===== src/hdl/density_block_unitary_update_assert.svh =====
// Assertion macros for the density block unitary update RTL.
// Used by the top level; no other dependencies.
`ifndef DENSITY_BLOCK_UNITARY_UPDATE_ASSERT_SVH
`define DENSITY_BLOCK_UNITARY_UPDATE_ASSERT_SVH
`ifndef SYNTHESIS
`define DBU_ASSERT(lbl, clk, rst_n, prop, msg) \
  lbl: assert property (@(posedge clk) disable iff (!rst_n) prop) else $error(msg);
`define DBU_ASSERT_NEVER(lbl, clk, rst_n, cond, msg) \
  `DBU_ASSERT(lbl, clk, rst_n, !(cond), msg)
`else
`define DBU_ASSERT(lbl, clk, rst_n, prop, msg)
`define DBU_ASSERT_NEVER(lbl, clk, rst_n, cond, msg)
`endif
`endif


===== src/hdl/dbu_pkg.sv =====
// Shared types and constants for the density block unitary update.
// No dependencies.
package dbu_pkg;

  localparam int unsigned DataW   = 16;
  localparam int unsigned CoefW   = DataW + 1;
  localparam int unsigned ProdW   = DataW + CoefW;
  localparam int unsigned AccW    = ProdW + 3;
  localparam int unsigned FracW   = 14;
  localparam int unsigned CfgIdxW = 3;

  localparam logic signed [DataW-1:0] OneQ  = DataW'(2 ** FracW);
  localparam logic signed [DataW-1:0] ZeroQ = '0;

  typedef enum logic [CfgIdxW-1:0] {
    CfgU00Re, CfgU00Im, CfgU01Re, CfgU01Im,
    CfgU10Re, CfgU10Im, CfgU11Re, CfgU11Im
  } cfg_reg_e;

  typedef struct packed {
    logic signed [DataW-1:0] re;
    logic signed [DataW-1:0] im;
  } cplx_t;

  typedef struct packed {
    logic signed [CoefW-1:0] re;
    logic signed [CoefW-1:0] im;
  } coef_t;

  typedef cplx_t [1:0][1:0] blk_t;
  typedef coef_t [1:0][1:0] mat_t;

  typedef struct packed {
    logic active;
    logic tag;
  } pass_ctl_t;

  typedef struct packed {
    logic signed [DataW-1:0] v00_re;
    logic signed [DataW-1:0] v00_im;
    logic signed [DataW-1:0] v01_re;
    logic signed [DataW-1:0] v01_im;
    logic signed [DataW-1:0] v10_re;
    logic signed [DataW-1:0] v10_im;
    logic signed [DataW-1:0] v11_re;
    logic signed [DataW-1:0] v11_im;
    logic                    row_active;
    logic                    col_active;
  } in_t;

  typedef struct packed {
    logic signed [DataW-1:0] w00_re;
    logic signed [DataW-1:0] w00_im;
    logic signed [DataW-1:0] w01_re;
    logic signed [DataW-1:0] w01_im;
    logic signed [DataW-1:0] w10_re;
    logic signed [DataW-1:0] w10_im;
    logic signed [DataW-1:0] w11_re;
    logic signed [DataW-1:0] w11_im;
  } out_t;

endpackage


===== src/hdl/dbu_cfg_regs.sv =====
// Matrix register file for the unitary; provides U and its conjugate.
// Depends on dbu_pkg.
module dbu_cfg_regs (
  input  logic                          clk_i,
  input  logic                          rst_ni,
  input  logic                          cfg_we_i,
  input  logic [dbu_pkg::CfgIdxW-1:0]   cfg_idx_i,
  input  logic [dbu_pkg::DataW-1:0]     cfg_wdata_i,
  output dbu_pkg::mat_t                 mat_l_o,
  output dbu_pkg::mat_t                 mat_r_o
);

  dbu_pkg::cplx_t [1:0][1:0] u_q;

  always_ff @(posedge clk_i or negedge rst_ni) begin
    if (!rst_ni) begin
      u_q[0][0] <= '{re: dbu_pkg::OneQ,  im: dbu_pkg::ZeroQ};
      u_q[0][1] <= '{re: dbu_pkg::ZeroQ, im: dbu_pkg::ZeroQ};
      u_q[1][0] <= '{re: dbu_pkg::ZeroQ, im: dbu_pkg::ZeroQ};
      u_q[1][1] <= '{re: dbu_pkg::OneQ,  im: dbu_pkg::ZeroQ};
    end else if (cfg_we_i) begin
      unique case (dbu_pkg::cfg_reg_e'(cfg_idx_i))
        dbu_pkg::CfgU00Re: u_q[0][0].re <= cfg_wdata_i;
        dbu_pkg::CfgU00Im: u_q[0][0].im <= cfg_wdata_i;
        dbu_pkg::CfgU01Re: u_q[0][1].re <= cfg_wdata_i;
        dbu_pkg::CfgU01Im: u_q[0][1].im <= cfg_wdata_i;
        dbu_pkg::CfgU10Re: u_q[1][0].re <= cfg_wdata_i;
        dbu_pkg::CfgU10Im: u_q[1][0].im <= cfg_wdata_i;
        dbu_pkg::CfgU11Re: u_q[1][1].re <= cfg_wdata_i;
        dbu_pkg::CfgU11Im: u_q[1][1].im <= cfg_wdata_i;
        default: ;
      endcase
    end
  end

  // Conjugate needs one extra bit so the most negative imaginary part negates cleanly.
  always_comb begin
    for (int r = 0; r < 2; r++) begin
      for (int c = 0; c < 2; c++) begin
        mat_l_o[r][c].re = dbu_pkg::CoefW'(u_q[r][c].re);
        mat_l_o[r][c].im = dbu_pkg::CoefW'(u_q[r][c].im);
        mat_r_o[r][c].re = dbu_pkg::CoefW'(u_q[r][c].re);
        mat_r_o[r][c].im = -dbu_pkg::CoefW'(u_q[r][c].im);
      end
    end
  end

endmodule


===== config.mk =====
export PLATFORM = sky130hd
export DESIGN_NAME = dbu_cfg_regs
export DESIGN_NICKNAME = d
export VERILOG_FILES = /design/src/hdl/density_block_unitary_update_assert.svh /design/src/hdl/dbu_pkg.sv /design/src/hdl/dbu_cfg_regs.sv
export SDC_FILE = /design/constraint.sdc
export NUM_CORES = 1
export LEC_CHECK = 0
export ABC_AREA = 1
export BUFFER_PORTS_ARGS = -buffer_cell sky130_fd_sc_hd__buf_2
export CORE_MARGIN = 2
export CORE_UTILIZATION = 40
export CTS_CLUSTER_DIAMETER = 40
export DETAILED_ROUTE_END_ITERATION = 8
export PLACE_DENSITY_LB_ADDON = 0.2
export SLEW_MARGIN = 40
export SYNTH_ARGS = -nofsm -noshare
export SYNTH_HDL_FRONTEND = slang
export SYNTH_SLANG_ARGS = --single-unit

===== constraint.sdc =====
create_clock -name clk_i -period 2.7 [get_ports clk_i]
set_input_delay 0.54 -clock clk_i [delete_from_list [all_inputs] [get_ports clk_i]]
set_output_delay 0.54 -clock clk_i [all_outputs]
set_load 0.02 [all_outputs]

==> qor.csv <==
stage;metric;value;unit
global_routing;gr usage total;0.231;
sta;Clock Skew;0;ns
routing;router iterations before antenna repair;5;
sta;Tightest Pin Transition;0.567;ns
routing;# DRC;0;
floorplanning;row cnt;47;
cts;post-CTS setup buffer count;0;
sta;hold slack;0.0714;ns
placement;placer's final routability congestion estimate;0.852;
cts;clock transition at the registers of the reported paths;0.06;ns
pwr;worst vdd ir;0.408;mV
min_path;worst hold path class;primary input to async pin;
yosys;Avg Cell Area, Syn;7.78;sq um
job;Max Cap Viol;0;
sta;# setup viols final;0;
final_layout;Area growth, synth to finish;26.1;%
final_layout;final net count;1102;
placement;PortBufs;293;
floorplanning;DIE HEIGHT;133;um
final_layout;max FFs per register;128;
sta;final hold violations;0;
cts;clock latency on the worst-skew pair;0.42;ns
placement;DP HPWL;14.3;mm
final_layout;share of cells above drive strength 1;0.315;
final_layout;Fill cells;1652;
run_status;status;completed;
global_routing;largest net degree at the start of global routing;60;
yosys;Yosys cell types;20;
cts;CTS tree;done;
yosys;area share of the largest cell type after synthesis;0.471;
sta;Final Max Slew Viols;0;
pwr;static leakage;4.65;nW
global_routing;initial antenna violation count;1;
yosys;Seq/Total Area, Yosys;0.479;
sta;Tcrit/Tclk final;0.922;
floorplanning;Initial Utilization;0.407;
sta;setup TNS;0;ns
critical_path;Critical Path Source Type;flop;
yosys;Yosys top cell by area;dfrtp_1;
critical_path;Arrival @ worst endpoint;1.95;ns
critical_path;CP Capture Type;output port;
cts;htree depth;4;
final_layout;register area;0.00321;sq mm
routing;mean routed wirelength per cell;15.6;um
yosys;synth top area cells;dfrtp_1, nand2_1, o21ai_0;
sta;Slew HR;0.621;
global_routing;GRT overflow;0;
yosys;cell count after synthesis;861;
yosys;Synthesis Warnings;0;
floorplanning;I/O pin total;294;
yosys;#FFs+latches synth;128;
critical_path;Setup crit start;mat_l_o[0];
critical_path;CP Class;flop to output port;
cts;root buffer cell;clkbuf_16;
sta;RSZ-0062 raised after global routing;false;
sta;min Tclk post-route;2.49;ns
routing;DR vias;6037;
floorplanning;Die ar.;0.0178;sq mm
cts;clk sinks;128;
final_layout;area of the multi-input gates;0.00249;sq mm
final_layout;most frequent cells in the layout;buf_2, nand2_1, dfrtp_1, o21ai_0, nor2_1;
cts;TritonCTS buffer count;17;
sta;maximum clock rate;0.402;GHz
routing;via/cell ratio;4.61;
yosys;Cell Area, Synth;0.00670;sq mm
yosys;post-synthesis net count;887;
global_routing;first-pass GRT wire length;30.9;mm
floorplanning;die width;133;um
pwr;Tot Pwr;8.35;mW
critical_path;Worst Path Required;2.16;ns
critical_path;Worst R2R Start;mat_l_o[117];
routing;post-route ant nets;0;
global_routing;vias in the first global route;5281;
routing;final WL;20.4;mm
critical_path;CP max FO;6;
final_layout;most common cell after layout, fill and taps aside;buf_2;
pwr;PD cells;988;mW/mm^2
floorplanning;core region area;0.0165;sq mm
routing;1st-iter DRT viols;420;
cts;Clock Path Buffers;2;
==> area by class of cell <==
| class | instances | share of cell area |
|---|---|---|
| flip-flops and latches | 128 | 0.379 |
| multi-input cells | 552 | 0.295 |
| repair buffers | 300 | 0.182 |
| clock buffers | 23 | 0.0578 |
| inverters | 77 | 0.0342 |
| well taps | 220 | 0.0326 |
| clock inverters | 9 | 0.0182 |
| diodes | 1 | 0.000296 |
==> cell families (layout without fill, tap and decap cells) <==
family / Yosys count / after routing / synth area share
AOI/OAI and AO/OA: 132 / 132 / 0.0987
adders and majority gates: 4 / 4 / 0.00747
other: 0 / 1 / 0
DFF: 128 / 128 / 0.479
buffers and inverters: 181 / 409 / 0.150
xor gates and xnor gates: 28 / 28 / 0.0366
and+or+nand+nor: 388 / 388 / 0.228
==> metal layers <==
metal | up-vias | track usage | part of all wire
met5 | - | 0 | 0.00093
met4 | 2 | 0.0804 | 0.015
met3 | 24 | 0.0476 | 0.070
met2 | 239 | 0.356 | 0.46
met1 | 2733 | 0.326 | 0.45
li1 | 3039 | - | -
==> through the flow <==
step	cells	cell area (sq um)	util	setup WS [ns]
global placement	1277	7790	0.473	0.663
CTS	1309	8440	0.512	0.138
finish	1310	8450	0.513	0.210
global route	1309	8440	0.513	0.0240
detailed placement	1277	7790	0.473	0.592
floorplan	861	6700	-	0.668
==> critical path, cell delays in order, from the launching register on <==
cell and delay (ns):
dfrtp_1 0.42, inv_1 0.10, ha_1 0.18, nand2_1 0.11, nor2_1 0.36, nand3_1 0.12
nand2_1 0.08, buf_2 0.15
==> cells in the mapped netlist <==
| master | instances |
|---|---|
| dfstp_2 | 2 |
| xnor2_1 | 15 |
| a21oi_1 | 4 |
| nor2_1 | 85 |
| xor2_1 | 13 |
| buf_4 | 80 |
| buf_2 | 18 |
| nor2_4 | 1 |
| ha_1 | 4 |
| dfrtp_1 | 126 |
| nor2_2 | 4 |
| nor3_4 | 1 |
| inv_1 | 76 |
| clkbuf_1 | 3 |
| nand3_1 | 34 |
| nand2_1 | 263 |
| o21ai_1 | 6 |
| inv_2 | 1 |
| o21ai_0 | 122 |
| clkbuf_2 | 3 |
==> report_power, final <==
group / switching, mW / internal, mW
Sequential: 0.444 / 2.29
Combinational: 2.14 / 0.992
Clock: 0.841 / 1.64
Total: 3.42 / 4.92
==> worst paths after layout <==
path | end | slack (ns) | depth (start not counted)
hold / removal | mat_l_o[15] | 0.07 | 1
min in group clk_i | mat_l_o[114] | 0.35 | 3
max in group asynchronous | mat_l_o[100] | 1.85 | 2
setup / recovery | mat_r_o[10] | 0.21 | 7
hold reg to reg | mat_l_o[93] | 0.50 | 2
setup reg to reg | mat_l_o[117] | 1.90 | 2
==> timing repair <==
action | in CTS | in global routing
hold buffers | 0 | 0
setup endpoints to repair | 0 | 2
resized for setup | 0 | 1
Power figures use the tool's default switching activity.
